$ cat src/rtl/scm_pkg.sv
// Shared types, constants and helpers for the subpixel coverage mask block.
// Imported by the front, queue, back and top level modules. No dependencies.
package scm_pkg;

  // Grid geometry
  localparam int unsigned PIXEL_WIDTH  = 64;
  localparam int unsigned PIXEL_HEIGHT = 64;
  localparam int unsigned SUB_X        = 8;
  localparam int unsigned SUB_Y        = 4;

  localparam int unsigned ROW_SUBPIXELS = PIXEL_WIDTH * SUB_X;
  localparam int unsigned COL_SUBPIXELS = PIXEL_HEIGHT * SUB_Y;
  localparam int unsigned CELLS         = SUB_X * SUB_Y;
  localparam int unsigned WORDS         = PIXEL_WIDTH * PIXEL_HEIGHT;

  localparam int unsigned ADDR_W = $clog2(WORDS);
  localparam int unsigned X_W    = $clog2(PIXEL_WIDTH);
  localparam int unsigned Y_W    = $clog2(PIXEL_HEIGHT);
  localparam int unsigned XL_W   = $clog2(SUB_X);
  localparam int unsigned YL_W   = $clog2(SUB_Y);

  // Fixed field widths
  localparam int unsigned OP_W    = 2;
  localparam int unsigned ROW_W   = 8;
  localparam int unsigned START_W = 9;
  localparam int unsigned END_W   = 10;
  localparam int unsigned PX_W    = 6;
  localparam int unsigned COV_W   = 6;

  // Command queue between front and back
  localparam int unsigned QUEUE_DEPTH = 2;
  localparam int unsigned Q_PTR_W     = $clog2(QUEUE_DEPTH);
  localparam int unsigned Q_CNT_W     = $clog2(QUEUE_DEPTH + 1);

  // Operation codes on the input channel
  localparam logic [OP_W-1:0] OP_SPAN   = 2'd0;
  localparam logic [OP_W-1:0] OP_TOGGLE = 2'd1;
  localparam logic [OP_W-1:0] OP_READ   = 2'd2;

  typedef enum logic [1:0] {
    CMD_SPAN,
    CMD_TOGGLE,
    CMD_READ,
    CMD_ZERO
  } cmd_kind_e;

  typedef struct packed {
    cmd_kind_e         kind;
    logic [Y_W-1:0]    yh;
    logic [YL_W-1:0]   yl;
    logic [X_W-1:0]    x_first;
    logic [X_W-1:0]    x_last;
    logic [XL_W-1:0]   lo;
    logic [XL_W-1:0]   hi;
    logic              fill;
  } cmd_t;

  function automatic logic [ADDR_W-1:0] word_addr(logic [Y_W-1:0] yh, logic [X_W-1:0] xh);
    return ADDR_W'(yh * PIXEL_WIDTH + xh);
  endfunction

  function automatic logic [COV_W-1:0] popcount(logic [CELLS-1:0] v);
    logic [COV_W-1:0] n;
    n = '0;
    for (int i = 0; i < CELLS; i++) begin
      n = n + COV_W'(v[i]);
    end
    return n;
  endfunction

endpackage

$ cat src/rtl/scm_front.sv
// Front end: classifies each accepted item into a queue command or drops it.
// Depends on scm_pkg.
module scm_front import scm_pkg::*; (
  input  logic               accept_i,
  input  logic [OP_W-1:0]    operation_i,
  input  logic [ROW_W-1:0]   sub_row_i,
  input  logic [START_W-1:0] span_start_i,
  input  logic [END_W-1:0]   span_end_i,
  input  logic               fill_on_i,
  input  logic [PX_W-1:0]    pixel_x_i,
  input  logic [PX_W-1:0]    pixel_y_i,
  output logic               push_o,
  output cmd_t               cmd_o
);

  logic [END_W-1:0] end_c;
  logic [END_W-1:0] end_m1;
  logic             row_ok;
  logic             col_ok;
  logic             span_empty;
  logic             pix_ok;
  logic             keep;

  always_comb begin
    // clamp the span end to the row
    end_c      = (32'(span_end_i) > ROW_SUBPIXELS) ? END_W'(ROW_SUBPIXELS) : span_end_i;
    end_m1     = end_c - END_W'(1);
    span_empty = end_c <= END_W'(span_start_i);
    row_ok     = 32'(sub_row_i) < COL_SUBPIXELS;
    col_ok     = 32'(span_start_i) < ROW_SUBPIXELS;
    pix_ok     = (32'(pixel_x_i) < PIXEL_WIDTH) && (32'(pixel_y_i) < PIXEL_HEIGHT);

    cmd_o.kind    = CMD_SPAN;
    cmd_o.yh      = Y_W'(sub_row_i / SUB_Y);
    cmd_o.yl      = YL_W'(sub_row_i % SUB_Y);
    cmd_o.x_first = X_W'(span_start_i / SUB_X);
    cmd_o.x_last  = X_W'(end_m1 / SUB_X);
    cmd_o.lo      = XL_W'(span_start_i % SUB_X);
    cmd_o.hi      = XL_W'(end_m1 % SUB_X);
    cmd_o.fill    = fill_on_i;
    keep          = 1'b0;

    unique case (operation_i)
      OP_SPAN: begin
        keep = row_ok && !span_empty;
      end
      OP_TOGGLE: begin
        cmd_o.kind   = CMD_TOGGLE;
        cmd_o.x_last = cmd_o.x_first;
        cmd_o.hi     = cmd_o.lo;
        keep         = row_ok && col_ok;
      end
      OP_READ: begin
        cmd_o.kind    = pix_ok ? CMD_READ : CMD_ZERO;
        cmd_o.yh      = Y_W'(pixel_y_i);
        cmd_o.x_first = X_W'(pixel_x_i);
        cmd_o.x_last  = X_W'(pixel_x_i);
        keep          = 1'b1;
      end
      default: begin
        keep = 1'b0;
      end
    endcase
  end

  assign push_o = accept_i && keep;

endmodule

$ cat config.mk
export PLATFORM = sky130hd
export DESIGN_NAME = scm_front
export DESIGN_NICKNAME = d
export VERILOG_FILES = /design/src/rtl/scm_pkg.sv /design/src/rtl/scm_front.sv
export SDC_FILE = /design/constraint.sdc
export NUM_CORES = 1
export LEC_CHECK = 0
export ABC_AREA = 1
export ABC_CLOCK_PERIOD_IN_PS = 2300
export BUFFER_PORTS_ARGS = -buffer_cell sky130_fd_sc_hd__buf_4
export CORE_ASPECT_RATIO = 0.7
export CORE_MARGIN = 1.5
export CORE_UTILIZATION = 45
export DETAILED_ROUTE_END_ITERATION = 8
export PLACE_DENSITY_LB_ADDON = 0.3
export SYNTH_ARGS = -nofsm -noshare
export SYNTH_HDL_FRONTEND = slang
export SYNTH_SLANG_ARGS = --single-unit
$ cat constraint.sdc
create_clock -name vclk -period 2.3
set_input_delay 0.115 -clock vclk [all_inputs]
set_output_delay 0.115 -clock vclk [all_outputs]
set_load 0.01 [all_outputs]
Word level (Yosys, flattened, before mapping)
Index checks and enable logic that the tools add are counted.
{"block": "word_totals", "register_bits": 0, "elab_cells": 16}
{"block": "op_classes", "n_addsub": 1, "n_lt_le_gt_ge": 2, "eq_ne": 2, "mux": 7, "n_reduce_logical": 4}
{"op": "$mux 6", "n": 2}
{"op": "$pmux 6 s2", "n": 1}
{"op": "$gt 10x10->1 const B", "n": 1}
{"op": "$le 10x9->1", "n": 1}
{"op": "$mux 10", "n": 1}
{"op": "$sub 9x1->9 const B", "n": 1}
{"op": "$pmux 2 s2", "n": 1}
{"op": "$mux 3", "n": 1}
{"op": "$eq 2x1->1 const B", "n": 1}
{"op": "$eq 2x2->1 const B", "n": 1}
{"op": "$logic_not 2->1", "n": 1}
{"op": "$pmux 1 s2", "n": 1}
{"op": "$reduce_or 2->1", "n": 1}
{"op": "$logic_and 1x1->1", "n": 1}
{"op": "$logic_not 1->1", "n": 1}

Longest topological paths before layout
{"block": "depth", "word_depth": 6, "ltp_mapped": 15, "mapped_depth_nobuf": 15}

Worst setup path after synthesis
OpenSTA, ideal clock, no wires.
{"block": "synth_path", "path_type": "input to output", "start": "input span_end_i[3]", "end": "output push_o", "arrival_ns": 1.413, "required_ns": 2.185, "slack_ns": 0.772, "path_stages": 14, "n_path_buf": 0, "cell_sequence": "inv_1 > nand2_1 > nor2_1 > nand2_2 > nand2_4 > nand2_1 > inv_1 > ha_1 > nand2_1 > nor2_2 > o211ai_1 > nand3_1 > nand3_1 > a21oi_1"}
{"block": "synth_via", "elab_chain_cells": 6}
{"item": "start, declared", "line": "scm_front.sv:8", "source": "input logic [END_W-1:0] span_end_i,"}
{"item": "$gt 10x10->1", "line": "scm_front.sv:26", "source": "end_c = (32'(span_end_i) > ROW_SUBPIXELS) ? END_W'(ROW_SUBPIXELS) : span_end_i;"}
{"item": "$mux 10 (*)", "line": "scm_front.sv:26"}
{"item": "$le 10x9->1 (*)", "line": "scm_front.sv:28", "source": "span_empty = end_c <= END_W'(span_start_i);"}
{"item": "$logic_not 1->1 (*)", "line": "scm_front.sv:45", "source": "keep = row_ok && !span_empty;"}
{"item": "$pmux 1 s2 (*)", "line": "scm_front.sv:43", "source": "unique case (operation_i)"}
{"item": "$logic_and 1x1->1 (*)", "line": "scm_front.sv:66", "source": "assign push_o = accept_i && keep;"}
{"item": "end, declared", "line": "scm_front.sv:12", "source": "output logic push_o,"}
Mark *: on every way between the ends. The rest lies on a longest branch, timed or not.

Worst setup path in the final report
Ends and elaborated chain as after synthesis.

==> results.md <==
- Status: completed
- Final worst path period need: 1.98 ns
- Fillcell total: 165
- Area contributors post-synth: ha_1, nand2_1, inv_1
- Slew @ Worst Pin: 0.663 ns
- Final setup vio count: 0
- Slew margin rel.: 55.8%
- Starting Density: 47.8%
- Setup CP Type: in2out
- Post-layout util: between 70 and 80%
- RSZ-0062 raised after global routing: no
- CP max-delay cell: ha_1
- Post-CTS Setup Bufs: 0
- Rows: 13
- WL/cell: 11.9 um
- CP max FO: 8
- Core Region: approximately 1900 um^2
- Clock power share: 0%
- Flop pwr share: 0%
- Dominant cell type by area after synthesis: ha_1
- Dpl hpwl: between 2000 and 2500 um
- Share of cells above drive strength 1: roughly two fifths
- Post-Place Worst Slack: between 0.3 and 0.4 ns
- Synth Net Count: 215
- Min-Delay Path Class: in2out
- Final hold viol count: 0
- Finished Layout Cells: 239
- Cells on Worst Hold Path: 0
- Global-route wire length before repair: 4410 um
- Max-cap viol count: 0
- Yosys cell types: 25
- Hold Buf Count CTS: 0
- Comb pwr share: 100.0%
- Pint: 148 uW
- Drt first-iter violations: 51
- Global Route Usage Sum: 24.8%
- Top-area cell type share of the netlist area: 19.8%
- Die Ht: 40.1 um
- Max incr delay on CP: 0.24 ns
- Cell Area, Synth: between 800 and 900 um^2
- Layout Nets: roughly 280
- Placed cells: between 200 and 250
- P per Cell Area: 216 nW/um^2
- Sw Pwr: 147 uW
- Cells along the critical path: buf_4 -> inv_1 -> nand2_1 -> nor2_1 -> nand2_2 -> nand2_4 -> nand2_1 -> inv_1 -> ha_1 -> a21oi_1 -> nor2_1 -> nor3_1 -> nand3_1 -> nand3_1 -> a21oi_1 -> buf_4
- FF/Latch Area: 0 um^2
- Setup ws final: 0.315 ns
- Ports: between 70 and 80
- Total global routing overflow: 0
- Setup TNS: 0 ns
- GPL Wtd Cong: between 0.8 and 0.9
- Number of global-route vias before repair: approximately 1,000
- Fin. max-slew vios: 0
- Worst vdd ir: about 0.15 mV
- Leakage: between 0.0008 and 0.0009 uW
- Final wirelength: 2850 um
- Remaining antenna violation count: 0
- Die Span X: ~56 um
- Largest net degree at the start of global routing: 20
- N_diodes: 0
- Via density: slightly below 5
- Worst EP arrival: roughly 1.9 ns
- Fmax: 504 MHz
- Area Overhead vs Synth: 53.8%
- Synth Area per Inst: 5.61 um^2
- Worst setup EP type: output port
- Worst EP required: 2.18 ns
- Port-buffer cells: 67
- Die Footprint: about 2200 um^2
- Area after DPL: 1360 um^2
- FFs & Latches: 0
- Ys Warns: 0
- Sequential area share after synthesis: 0%
- Fin crit share: 86.3%
- Finished Cell Area: 1360 um^2
- Initial antenna violation count: 0
- Setup crit start kind: primary input
- Net Sw Frac: 49.7%
- Post-Synthesis Cells: 158
- Routed vias: between 1,000 and 1,500
- Cts repair resizes: 0
- DR pass1 iterations: 4
- # DRC: 0
- Clkbuf count: 0
[synth_stat cells (3+ instances only)]
library cell and n:
a21oi_1 5, buf_4 6, ha_1 14, inv_1 28
inv_2 3, mux2_2 6, nand2_1 44, nand2_2 3
nand3_1 6, nor2_1 11, o21ai_0 13, xnor2_1 3
[power groups by stage]
stage | Combinational, uW | Sequential [uW] | Clock (uW)
floorplan | 152 | 0 | 0
detailed placement | 293 | 0 | 0
global route | 323 | 0 | 0
CTS | 294 | 0 | 0
global placement | 283 | 0 | 0
finish | 295 | 0 | 0
[stage by stage]
| step | hold slack [ns] | power, uW |
|---|---|---|
| 2_1_floorplan | 0.322 | 152 |
| 3_3_place_gp | 0.230 | 283 |
| 3_5_place_dp | 0.230 | 293 |
| 4_1_cts | 0.230 | 294 |
| 5_1_grt | 0.230 | 323 |
| 6_report | 0.230 | 295 |
[routing by layer]
layer / wire length [um] / GRT usage, % / up-vias / part of all wire, %
li1: - / - / 616 / -
met1: 1200 / 30.4 / 517 / 42
met2: 1430 / 49.4 / 45 / 50
met3: 180 / 1.61 / 4 / 6.3
met4: 39 / 5.95 / 0 / 1.4
met5: 0 / 0 / - / 0
[layout by cell type (no fill, tap or decap)]
cell      netlist  final
a21oi_1         5      5
a31oi_1         1      1
a32oi_1         1      1
buf_4           6     67
ha_1           14     14
inv_1          28     28
inv_2           3      3
mux2_2          6      6
nand2_1        44     44
nand2_2         3      3
nand2_4         1      1
nand3_1         6      6
nand4_1         2      2
nor2_1         11     11
nor2_2          1      1
nor3_1          1      1
o211ai_1        1      1
o21ai_0        13     13
o21ai_1         2      2
o21ai_2         2      2
o31ai_1         1      1
xnor2_1         3      3
xor2_1          1      1
[kinds of logic after synthesis]
kind of cell | count (synthesis) | share of synthesized area, %
and+or+nand+nor | 69 | 32.8
buffers and inverters | 39 | 19.2
AOI/OAI and AO/OA | 26 | 16.7
adders and majority gates | 14 | 19.8
muxes | 6 | 7.63
xor gates and xnor gates | 4 | 3.96
[critical path, delay by kind of cell]
kind            cells  cell delay [ns]
fa+ha+maj           1             0.24
simple gates        9             0.90
buf+inv             4             0.40
compound gates      2             0.21
[final timing paths]
path | start | end
max | span_end_i[3] | push_o
min | fill_on_i | cmd_o[0]
[cell type report]
class | instances | area [um^2] | area share (%)
Inverter | 31 | 116 | 8.54
Multi-Input combinational cell | 119 | 716 | 52.5
Tap cell | 22 | 27.5 | 2.02
Timing Repair Buffer | 67 | 503 | 36.9
Power figures use the tool's default switching activity.
