### src/rtl/scm_pkg.sv
// Shared types, constants and helpers for the subpixel coverage mask block.
// Imported by the front, queue, back and top level modules. No dependencies.
package scm_pkg;

  // Grid geometry
  localparam int unsigned PIXEL_WIDTH  = 64;
  localparam int unsigned PIXEL_HEIGHT = 64;
  localparam int unsigned SUB_X        = 8;
  localparam int unsigned SUB_Y        = 4;

  localparam int unsigned ROW_SUBPIXELS = PIXEL_WIDTH * SUB_X;
  localparam int unsigned COL_SUBPIXELS = PIXEL_HEIGHT * SUB_Y;
  localparam int unsigned CELLS         = SUB_X * SUB_Y;
  localparam int unsigned WORDS         = PIXEL_WIDTH * PIXEL_HEIGHT;

  localparam int unsigned ADDR_W = $clog2(WORDS);
  localparam int unsigned X_W    = $clog2(PIXEL_WIDTH);
  localparam int unsigned Y_W    = $clog2(PIXEL_HEIGHT);
  localparam int unsigned XL_W   = $clog2(SUB_X);
  localparam int unsigned YL_W   = $clog2(SUB_Y);

  // Fixed field widths
  localparam int unsigned OP_W    = 2;
  localparam int unsigned ROW_W   = 8;
  localparam int unsigned START_W = 9;
  localparam int unsigned END_W   = 10;
  localparam int unsigned PX_W    = 6;
  localparam int unsigned COV_W   = 6;

  // Command queue between front and back
  localparam int unsigned QUEUE_DEPTH = 2;
  localparam int unsigned Q_PTR_W     = $clog2(QUEUE_DEPTH);
  localparam int unsigned Q_CNT_W     = $clog2(QUEUE_DEPTH + 1);

  // Operation codes on the input channel
  localparam logic [OP_W-1:0] OP_SPAN   = 2'd0;
  localparam logic [OP_W-1:0] OP_TOGGLE = 2'd1;
  localparam logic [OP_W-1:0] OP_READ   = 2'd2;

  typedef enum logic [1:0] {
    CMD_SPAN,
    CMD_TOGGLE,
    CMD_READ,
    CMD_ZERO
  } cmd_kind_e;

  typedef struct packed {
    cmd_kind_e         kind;
    logic [Y_W-1:0]    yh;
    logic [YL_W-1:0]   yl;
    logic [X_W-1:0]    x_first;
    logic [X_W-1:0]    x_last;
    logic [XL_W-1:0]   lo;
    logic [XL_W-1:0]   hi;
    logic              fill;
  } cmd_t;

  function automatic logic [ADDR_W-1:0] word_addr(logic [Y_W-1:0] yh, logic [X_W-1:0] xh);
    return ADDR_W'(yh * PIXEL_WIDTH + xh);
  endfunction

  function automatic logic [COV_W-1:0] popcount(logic [CELLS-1:0] v);
    logic [COV_W-1:0] n;
    n = '0;
    for (int i = 0; i < CELLS; i++) begin
      n = n + COV_W'(v[i]);
    end
    return n;
  endfunction

endpackage

### src/rtl/scm_queue.sv
// Short command queue that decouples the front end from the back end.
// Depends on scm_pkg for the command type and depth.
module scm_queue import scm_pkg::*; (
  input  logic clk_i,
  input  logic rst_ni,
  input  logic push_i,
  input  cmd_t push_cmd_i,
  output logic full_o,
  input  logic pop_i,
  output cmd_t head_o,
  output logic empty_o
);

  cmd_t               entry_q [QUEUE_DEPTH];
  logic [Q_PTR_W-1:0] wr_ptr_q, wr_ptr_d;
  logic [Q_PTR_W-1:0] rd_ptr_q, rd_ptr_d;
  logic [Q_CNT_W-1:0] count_q, count_d;
  logic               do_push;
  logic               do_pop;

  assign full_o  = count_q == Q_CNT_W'(QUEUE_DEPTH);
  assign empty_o = count_q == '0;
  assign head_o  = entry_q[rd_ptr_q];
  assign do_push = push_i && !full_o;
  assign do_pop  = pop_i && !empty_o;

  always_comb begin
    wr_ptr_d = wr_ptr_q;
    rd_ptr_d = rd_ptr_q;
    count_d  = count_q;
    if (do_push) begin
      wr_ptr_d = (32'(wr_ptr_q) == QUEUE_DEPTH - 1) ? '0 : wr_ptr_q + Q_PTR_W'(1);
    end
    if (do_pop) begin
      rd_ptr_d = (32'(rd_ptr_q) == QUEUE_DEPTH - 1) ? '0 : rd_ptr_q + Q_PTR_W'(1);
    end
    if (do_push && !do_pop) begin
      count_d = count_q + Q_CNT_W'(1);
    end else if (do_pop && !do_push) begin
      count_d = count_q - Q_CNT_W'(1);
    end
  end

  always_ff @(posedge clk_i or negedge rst_ni) begin
    if (!rst_ni) begin
      wr_ptr_q <= '0;
      rd_ptr_q <= '0;
      count_q  <= '0;
    end else begin
      wr_ptr_q <= wr_ptr_d;
      rd_ptr_q <= rd_ptr_d;
      count_q  <= count_d;
    end
  end

  always_ff @(posedge clk_i) begin
    if (do_push) begin
      entry_q[wr_ptr_q] <= push_cmd_i;
    end
  end

endmodule

### config.mk
export PLATFORM = sky130hd
export DESIGN_NAME = scm_queue
export DESIGN_NICKNAME = d
export VERILOG_FILES = /design/src/rtl/scm_pkg.sv /design/src/rtl/scm_queue.sv
export SDC_FILE = /design/constraint.sdc
export NUM_CORES = 1
export LEC_CHECK = 0
export ABC_AREA = 1
export BUFFER_PORTS_ARGS = -buffer_cell sky130_fd_sc_hd__buf_2
export CORE_ASPECT_RATIO = 0.6
export CORE_UTILIZATION = 45
export DETAILED_ROUTE_END_ITERATION = 10
export PLACE_DENSITY = 0.67
export SLEW_MARGIN = 10
export SYNTH_ARGS = -nofsm -noshare
export SYNTH_HDL_FRONTEND = slang
export SYNTH_SLANG_ARGS = --single-unit
### constraint.sdc
create_clock -name clk_i -period 5 [get_ports clk_i]
set_input_delay 1 -clock clk_i [delete_from_list [all_inputs] [get_ports clk_i]]
set_output_delay 1 -clock clk_i [all_outputs]
set_load 0.005 [all_outputs]
Yosys cells after proc, flatten, opt, wreduce, memory -nomap -nowiden
Memory sizes are Yosys's and may differ from the RTL's.
Index checks and enable logic that the tools add are counted.
Storage, ports and cells
  latch bits: 0
  memory bits (writable): 58
  output and inout port bits: 31
  bits in read-only memories: 0
  word-level logic and storage cells: 25
  register bits: 4
  memories kept: 1
Memories
  entry_q: words 2, bits a word 29, rd ports 1, clocked after memory_dff 0, write ports 1, line scm_queue.sv:14  | cmd_t entry_q [QUEUE_DEPTH];
Operators by class
  eq/ne operators: 1
  $lt $le $gt $ge: 0
  multipliers: 0
  bitwise gates (word level): 0
  mux-type cells: 6
  divide/modulo/power cells: 0
  add/sub/neg operators: 4
  shift-type cells: 0
  reduce and logical (&&, ||, !) cells: 10
Operators by type and width (count)
  1-bit logical AND: 4
  1-bit zero test: 4
  1-bit two-way mux: 4
  2-bit two-way mux: 2
  1-bit adder, second input constant: 2
  2-bit by 1-bit adder with 2-bit output, second input constant: 1
  2-bit equality test, second input constant: 1
  2-bit zero test: 1
  2-bit nonzero test: 1
  2-bit by 1-bit subtractor with 2-bit output, second input constant: 1

Longest topological paths before layout
Gate-level depths: netlist of run 1.
  depth after elaboration: 7
  mapped depth: 9

Worst setup path after synthesis of run 1
No wires, ideal clock.
  kind: in2reg
  start point: input push_i
  end point: memory entry_q[1][0] (netlist bit), enable pin
  path slack: 2248 ps
  required time: 4585 ps
  arrival: 2337 ps
  stages on the path: 2
  path through: o21ai_0 nor2_1
On the way
  longest elaborated chain between the ends: 3
Ends and longest elaborated chain
  from (decl): line scm_queue.sv:6  | input logic push_i,
  1-bit logical AND: line scm_queue.sv:24  | assign do_push = push_i && !full_o;
  1-bit two-way mux: line scm_queue.sv:57  | if (do_push) begin
  1-bit two-way mux (not written as such): line scm_queue.sv:58  | entry_q[wr_ptr_q] <= push_cmd_i;
  to (decl): line scm_queue.sv:14
Every way passes these cells.

==> results.py, run 1 <==
metrics = {
    "sta": {
        "period_needed_ns": 3.25,
        "slew-limit-headroom_pct": 23.8,
        "clock.fmax_mhz": 308,
        "hold_violations": 0,
        "drv_slew": 0,
        "worst_pin_slew_ns": 1.14,
        "rsz0062_at_grt": "no",
        "whs_ns": 0.463,
        "fin_tns_setup_ns": 0,
        "setup_viol": 0,
        "finalCritPeriodShare_pct": 65.0,
        "finalClockSkew_ns": 0.00767,
    },
    "critical_path": {
        "path_common_cell": "nand2_1",
        "critPathLaunchType": "register",
        "crit_type": "register to output port",
        "cpPeakStageDelay_ns": 1.04,
        "arrival_ns": 2.25,
        "cp_max_fo": 31,
        "reg2reg_depth": 5,
        "cp_cell_sequence": "inv_2 -> nand2_1 -> nand2_1 -> buf_2",
        "cpMaxStageDelayCell": "dfrtp_1",
        "required_ns": 4.00,
        "endpoint_kind": "output port",
    },
    "floorplanning": {
        "fp.dieArea_sq_um": 5480,
        "die_w_microns": 94.9,
        "die_y_microns": 57.8,
        "core_sq_um": 4780,
        "pin_count": 64,
        "initial_core_util_pct": 48.8,
        "core.rowCount": 19,
    },
    "power_and_ir_drop": {
        "clkPwrFrac_pct": 24.3,
        "p_leak_nw": 1.28,
        "intPower_mw": 1.11,
        "swShare_pct": 31.8,
        "p_sw_uw": 520,
        "p_per_area_nw_per_um2": 566,
        "vdd_drop_max_mv": 0.279,
        "pwr-share-seq_pct": 48.2,
        "pwr-share-comb_pct": 27.5,
    },
    "logic_synthesis": {
        "synth_seq_cells": 62,
        "synth_xor_area_share_pct": 0.376,
        "yosysSeqAreaShare_pct": 79.0,
        "synthSimpleGateAreaFrac_pct": 17.1,
        "syn_avg_cell_area_sq_um": 12.7,
        "synthAdderAreaFrac_pct": 0.536,
        "synth_compound_area_share_pct": 0.429,
        "syn_inst": 183,
        "synth_top_family_by_area": "simple AND/OR/NAND/NOR gates",
        "synth_nets": 217,
        "ys_types": 15,
        "ys_warn_count": 0,
        "synth.area.mux_share_pct": 0,
        "synth.cell_area_sq_um": 2330,
    },
    "cts": {
        "htree_levels": 3,
        "cts_tree": "yes",
        "hold_buffers": 0,
        "clockBufferDepth": 2,
        "cts_root_buffer": "clkbuf_8",
        "numClockSinks": 62,
        "cts_resized": 0,
        "clk_pin_slew_ns": 0.06,
        "cts_buffers": 9,
        "clkLatencyLatePin_ns": 0.33,
        "post_cts_buffers": 0,
    },
    "global_route": {
        "grt_pass1_wl_mm": 6.32,
        "overflow": 0,
        "grt_max_degree": 32,
        "grt_usage_pct": 16.6,
        "antenna_found_initial": 0,
        "grt_pass1_vias": 1302,
    },
    "cells_and_area": {
        "layout-drive-gt1-share_pct": 31.6,
        "fillers": 390,
        "diodes": 0,
        "final_nets": 286,
        "syn2layout_area_growth_pct": 23.7,
    },
    "placement": {
        "gp_congestion": 0.741,
        "place_hpwl_mm": 2.59,
        "port_buffers": 63,
    },
    "drt": {
        "vias": 1410,
        "wire_per_inst_microns": 12.5,
        "wl_mm": 3.99,
        "drtIter0Drc": 53,
        "postRouteAntennaNets": 0,
        "drc": 0,
        "firstDrtPassIters": 4,
        "viasPerCell": 4.42,
    },
    "min_path": {
        "hp-class": "primary input to asynchronous set/reset pin",
    },
    "run": {
        "max_cap_viol_count": 0,
    },
    "status": {
        "outcome": "finished, final reports clean",
    },
}
metrics by stage:
step / utilization, % / instance area (sq um) / instances / total power [mW] / setup slack (ns)
after floorplan: - / 2330 / 183 / 1.05 / 2.25
after global placement: 56.6 / 2710 / 304 / 1.25 / 2.12
after detailed placement: 56.6 / 2710 / 304 / 1.25 / 2.12
after CTS: 60.4 / 2890 / 319 / 1.65 / 1.75
after global routing: 60.4 / 2890 / 319 / 1.76 / 1.60
final: 60.4 / 2890 / 319 / 1.63 / 1.75
synthesized netlist by cell type (all sizes together):
cell	instances	share of area [%]
xnor2	1	0.38
edfxtp	58	75
nand3b	1	0.32
dfrtp	4	4.3
nand2	96	15
nand4	1	0.27
o21ai	2	0.43
inv	8	1.3
nor2	4	0.86
ha	1	0.54
nand3	1	0.21
buf	6	1.3
layout by cell type, fill, tap and decap left out:
cell        instances
edfxtp_1           58
clkbuf_8            9
o21ai_1             1
clkinv_2            2
nand3b_1            1
inv_1               7
inv_2               1
nand4_1             1
nand2_1            96
dfrtp_1             4
clkbuf_1            1
nand3_1             1
clkinvlp_4          1
nor2_2              3
o21ai_0             1
buf_2              63
ha_1                1
xnor2_1             1
bufinv_16           1
nor2_1              1
buf_4               1
clkinv_1            1
cell type report:
class	instances	area, sq um	area share, %
clock buffers	10	128	4.42
clock inverters	5	51.3	1.78
inverters	8	30.0	1.04
multi-input cells	107	433	15.0
flip-flops and latches	62	1840	63.8
well taps	63	78.8	2.73
repair buffers	64	323	11.2
logic make-up after synthesis:
| family | count (synthesis) |
|---|---|
| AOI/OAI and AO/OA | 2 |
| xor gates and xnor gates | 1 |
| adders and majority gates | 1 |
| buffers and inverters | 14 |
| DFF | 62 |
| and+or+nand+nor | 103 |
path summary, 6_finish.rpt:
check                      startpoint             end  slack (ns)
max                          rd_ptr_q      head_o[19]        1.75
min                            rst_ni        rd_ptr_q        0.46
max reg2reg                count_q[1]  entry_q[0][14]        3.00
min reg2reg                  wr_ptr_q        wr_ptr_q        0.48
max in group asynchronous      rst_ni      count_q[0]        4.42
min in group clk_i           wr_ptr_q        wr_ptr_q        0.48
power by group through the flow:
stage | logic [mW] | clock network (mW) | registers [mW]
floorplan | 0.293 | 0 | 0.755
global placement | 0.451 | 0 | 0.795
detailed placement | 0.456 | 0 | 0.798
CTS | 0.458 | 0.407 | 0.787
global route | 0.523 | 0.437 | 0.799
finish | 0.449 | 0.398 | 0.787
sequential cells by signal, summed over array words and instances, names as in the netlist:
name      cells
entry_q      58
count_q       2
rd_ptr_q      1
wr_ptr_q      1
critical path: cells and delay by family, from the launching register on:
kind	cells	cell delay, ns
flops	1	1.04
buf+inv	2	0.62
simple gates	2	0.25
per-layer routing:
metal | wire [microns] | track usage, % | up-vias | part of all wire [%]
met5 | 0 | 0 | - | 0
met4 | 6 | 3.90 | 0 | 0.15
met3 | 305 | 9.71 | 2 | 7.6
met2 | 1680 | 21.8 | 49 | 42
met1 | 2010 | 23.7 | 615 | 50
li1 | - | - | 744 | -
(Power assumes the default switching activity.)
==> run 2, diff against run 1 <==
- PLACE_DENSITY: 0.67 -> 0.7
- clock period: 5 -> 2.6 ns (I/O delays scaled with it)
==> results.py, run 2 (synthesis results as in run 1) <==
metrics = {
    "drt": {
        "firstDrtPassIters": 4,
        "wl_mm": 3.98,
        "postRouteAntennaNets": 0,
        "drc": 0,
        "viasPerCell": 4.56,
        "drtIter0Drc": 109,
        "wire_per_inst_microns": 12.3,
        "vias": 1473,
    },
    "placement": {
        "place_hpwl_mm": 2.59,
        "port_buffers": 63,
        "place_inst": 306,
        "gp_congestion": 0.806,
    },
    "power_and_ir_drop": {
        "swShare_pct": 31.0,
        "p_sw_mw": 1.01,
        "p_per_area_nw_per_um2": 1110,
        "pwr-share-comb_pct": 28.9,
        "finalPower_mw": 3.26,
        "pwr-share-seq_pct": 44.1,
        "p_leak_nw": 1.31,
        "clkPwrFrac_pct": 27.0,
        "vdd_drop_max_mv": 0.585,
        "intPower_mw": 2.25,
    },
    "cells_and_area": {
        "top_register": "entry_q",
        "reg_top3": "entry_q (58), count_q (2)",
        "final_nets": 289,
        "multi_input_area_sq_um": 433,
        "layout-drive-gt1-share_pct": 32.7,
        "most-common-layout-cells": "nand2_1 (96), buf_2 (63), edfxtp_1 (58)",
        "syn2layout_area_growth_pct": 26.2,
        "regArea_sq_um": 1840,
        "final_common_cell": "nand2_1",
        "fillers": 386,
        "diodes": 0,
        "stdcell_count": 323,
        "largest_reg_flops": 58,
    },
    "global_route": {
        "antenna_found_initial": 0,
        "gr-usage-met1_pct": 20.7,
        "grt_pass1_wl_mm": 5.95,
        "grt_usage_pct": 15.8,
        "gr-usage-met2_pct": 22.5,
        "overflow": 0,
        "top_usage_layer": "met2",
        "grt_max_degree": 31,
        "grt_pass1_vias": 1245,
        "met3_usage_pct": 7.87,
    },
    "critical_path": {
        "r2r-end": "entry_q[0][25]",
        "endpoint_kind": "output port",
        "arrival_ns": 1.43,
        "cp_max_fo": 30,
        "cp_cell_sequence": "inv_2 -> nand2_1 -> nand2_1 -> buf_2",
        "reg2reg_depth": 6,
        "cpPeakStageDelay_ns": 0.39,
        "required_ns": 2.08,
        "critPathLaunchType": "register",
        "crit_type": "register to output port",
        "r2r-start": "count_q[1]",
        "path_common_cell": "nand2_1",
        "crit_end": "head_o[18]",
        "startpoint": "rd_ptr_q",
        "cpMaxStageDelayCell": "dfrtp_1",
        "rrSetupSlack_ns": 1.08,
    },
    "sta": {
        "clock.fmax_mhz": 512,
        "drv_slew": 0,
        "finalCritPeriodShare_pct": 75.1,
        "worst_pin_slew_ns": 0.509,
        "fin_tns_setup_ns": 0,
        "slew-limit-headroom_pct": 66.0,
        "period_needed_ns": 1.95,
        "setup_viol": 0,
        "finalClockSkew_ns": 0.00495,
        "whs_ns": 0.377,
        "hold_violations": 0,
        "rsz0062_at_grt": "no",
    },
    "cts": {
        "cts_buffers": 9,
        "cts_resized": 0,
        "clockBufferDepth": 2,
        "clkLatencyLatePin_ns": 0.33,
        "numClockSinks": 62,
        "cts_root_buffer": "clkbuf_8",
        "cts_tree": "yes",
        "htree_levels": 3,
        "clk_pin_slew_ns": 0.07,
    },
    "floorplanning": {
        "die_w_microns": 94.9,
        "pin_count": 64,
        "die_y_microns": 57.8,
        "core_sq_um": 4780,
        "fp.dieArea_sq_um": 5480,
        "core.rowCount": 19,
        "initial_core_util_pct": 48.8,
    },
    "run": {
        "max_cap_viol_count": 0,
    },
    "status": {
        "outcome": "finished, final reports clean",
    },
    "min_path": {
        "hp-class": "primary input to register",
    },
}
-- run 2: power by group through the flow --
stage	clock network, mW	registers, mW	logic, mW
floorplan	0	1.45	0.563
global placement	0	1.45	0.949
detailed placement	0	1.46	0.959
CTS	0.909	1.44	0.966
global route	0.941	1.46	1.07
finish	0.880	1.44	0.944
-- run 2: worst min path at each step --
stage	startpoint	to	slack (ns)	cells after the start
2_1_floorplan	rst_ni	count_q[0]	0.22	0
3_3_place_gp	rst_ni	count_q[0]	0.33	1
3_5_place_dp	rst_ni	count_q[0]	0.33	1
4_1_cts	push_cmd_i[19]	entry_q[0][19]	0.36	1
5_1_grt	push_cmd_i[16]	entry_q[1][16]	0.36	1
6_report	push_cmd_i[19]	entry_q[0][19]	0.38	1
-- run 2: repair_timing --
action	CTS	global route
setup buffers	0	0
hold buffers	1	0
hold endpoints to repair	4	0
-- run 2: through the flow --
stage / instance area (sq um) / worst slack, ns / utilization [%]
after floorplan: 2330 / 0.328 / -
after global placement: 2720 / 0.983 / 57.0
after detailed placement: 2720 / 0.961 / 57.0
after CTS: 2940 / 0.613 / 61.6
after global routing: 2940 / 0.522 / 61.6
final: 2940 / 0.646 / 61.6
-- run 2: layout make-up --
class,instances,area share [%]
clock buffers,9,4.21
clock inverters,7,3.02
repair buffers,67,11.8
inverters,8,1.02
well taps,63,2.68
multi-input cells,107,14.7
flip-flops and latches,62,62.6
-- run 2: layer usage --
metal | vias up | routed length (microns)
met5 | - | 0
met4 | 0 | 33
met3 | 4 | 359
met2 | 56 | 1730
met1 | 662 | 1860
li1 | 751 | -
-- run 2: critical path: cells and delay by family (launching register included) --
family        cells  cell delay [ns]
buf+inv           2             0.50
flops             1             0.39
simple gates      2             0.21
==> run 3, diff against run 2 <==
- clock period: 2.6 -> 1.6 ns (I/O delays scaled with it)
==> results.py, run 3 (synthesis results as in run 1) <==
metrics = {
    "global_route": {
        "grt_pass1_wl_mm": 6.59,
        "grt_pass1_vias": 1435,
        "grt_usage_pct": 17.6,
        "overflow": 0,
        "grt_max_degree": 31,
        "antenna_found_initial": 0,
    },
    "cts": {
        "clk_pin_slew_ns": 0.07,
        "clockBufferDepth": 2,
        "clkLatencyLatePin_ns": 0.34,
        "numClockSinks": 62,
        "htree_levels": 3,
        "cts_root_buffer": "clkbuf_8",
        "cts_buffers": 9,
        "cts_tree": "yes",
    },
    "drt": {
        "wl_mm": 4.61,
        "postRouteAntennaNets": 0,
        "drc": 0,
        "drtIter0Drc": 69,
        "vias": 1533,
        "viasPerCell": 4.62,
        "wire_per_inst_microns": 13.9,
        "firstDrtPassIters": 4,
    },
    "placement": {
        "port_buffers": 63,
        "place_inst": 309,
        "postPlaceCellArea_sq_um": 2780,
        "place_hpwl_mm": 2.71,
        "dp_slack_ns": -0.0619,
        "gp_congestion": 0.759,
    },
    "floorplanning": {
        "core.rowCount": 19,
        "pin_count": 64,
        "initial_core_util_pct": 48.8,
        "die_y_microns": 57.8,
        "core_sq_um": 4780,
        "die_w_microns": 94.9,
        "fp.dieArea_sq_um": 5480,
    },
    "critical_path": {
        "critPathLaunchType": "register",
        "cp_max_fo": 6,
        "endpoint_kind": "output port",
        "arrival_ns": 1.29,
        "crit_type": "register to output port",
        "rrSetupSlack_ns": 0.17,
        "required_ns": 1.28,
    },
    "sta": {
        "finalCritPeriodShare_pct": 100,
        "rsz0062_at_grt": "yes",
        "fin_tns_setup_ns": -0.00839,
        "clock.fmax_mhz": 623,
        "whs_ns": 0.164,
        "setup_viol": 2,
        "hold_violations": 0,
        "period_needed_ns": 1.61,
        "worst_pin_slew_ns": 0.509,
        "setup_ws_ns": -0.00605,
        "drv_slew": 0,
        "slew-limit-headroom_pct": 65.8,
        "finalClockSkew_ns": 0.00655,
    },
    "cells_and_area": {
        "final_area_sq_um": 3200,
        "largest_reg_flops": 58,
        "layout-drive-gt1-share_pct": 46.5,
        "syn2layout_area_growth_pct": 37.0,
        "most-common-layout-cells": "nand2_1 (66), buf_2 (60), edfxtp_1 (58)",
        "final_common_cell": "nand2_1",
        "diodes": 0,
        "finish.utilization_pct": 66.9,
        "final_nets": 298,
        "stdcell_count": 332,
        "top_register": "entry_q",
        "reg_top3": "entry_q (58), count_q (2)",
    },
    "power_and_ir_drop": {
        "vdd_drop_max_mv": 0.840,
        "finalPower_mw": 5.89,
        "p_leak_nw": 1.38,
        "p_per_area_nw_per_um2": 1840,
    },
    "status": {
        "failed_checks": "negative setup slack",
        "outcome": "finished with violations",
    },
    "min_path": {
        "hp-class": "primary input to register",
    },
    "run": {
        "max_cap_viol_count": 0,
    },
}
==> run 3: cell count changes in the layout (fill, tap and decap cells not counted), moves of 2 or more <==
cell,before,now
buf_2,63,60
nand2_2,0,27
nand2_4,0,3
buf_6,0,5
clkinvlp_4,2,4
nand2_1,96,66
clkbuf_16,0,2
nor2_4,0,2
buf_12,0,3
==> run 3: where the power goes <==
group	switching (mW)	total (mW)	internal (mW)
combinational	1.23	2.25	1.01
clock	0.586	1.29	0.704
sequential	0.129	2.35	2.22
total	1.95	5.89	3.94
==> run 3: timing repair <==
item	CTS	global route
gates resized for setup	5	40
hold buffers	1	0
pin swaps	0	11
hold endpoints to repair	4	0
setup endpoints to repair	58	58
cloned	1	3
setup buffers	2	0
==> run 3: path summary, 6_finish.rpt <==
| path | startpoint | to | cells after the start |
|---|---|---|---|
| setup / recovery | rd_ptr_q | head_o[25] | 5 |
| hold / removal | push_cmd_i[17] | entry_q[1][17] | 1 |
| setup reg to reg | count_q[1] | entry_q[0][14] | 7 |
| hold reg to reg | wr_ptr_q | wr_ptr_q | 2 |
| max in group asynchronous | rst_ni | rd_ptr_q | 2 |
| min in group asynchronous | rst_ni | count_q[0] | 2 |
==> run 3: cell type report <==
cell class / count / area, sq um
tap: 63 / 78.8
timing repair buffer: 75 / 507
inverter: 8 / 38.8
clock inverter: 7 / 65.1
fill: 369 / 1580
multi-input combinational: 108 / 539
clock buffer: 9 / 124
sequential: 62 / 1840
==> run 3: critical path, stage by stage (launching register included) <==
cell	delay [ns]
dfrtp_2	0.41
clkinv_4	0.12
clkbuf_16	0.19
nand2_4	0.05
nand2_2	0.06
buf_2	0.12
==> run 3: per-layer routing <==
layer  routed length (microns)  global-route usage, %  share of wire (%)  vias up
li1                          -                      -                  -      777
met1                      2110                   22.3                 46      697
met2                      2140                   25.6                 46       54
met3                       328                   7.74                7.1        5
met4                        34                   9.74               0.74        0
met5                         0                      0                  0        -
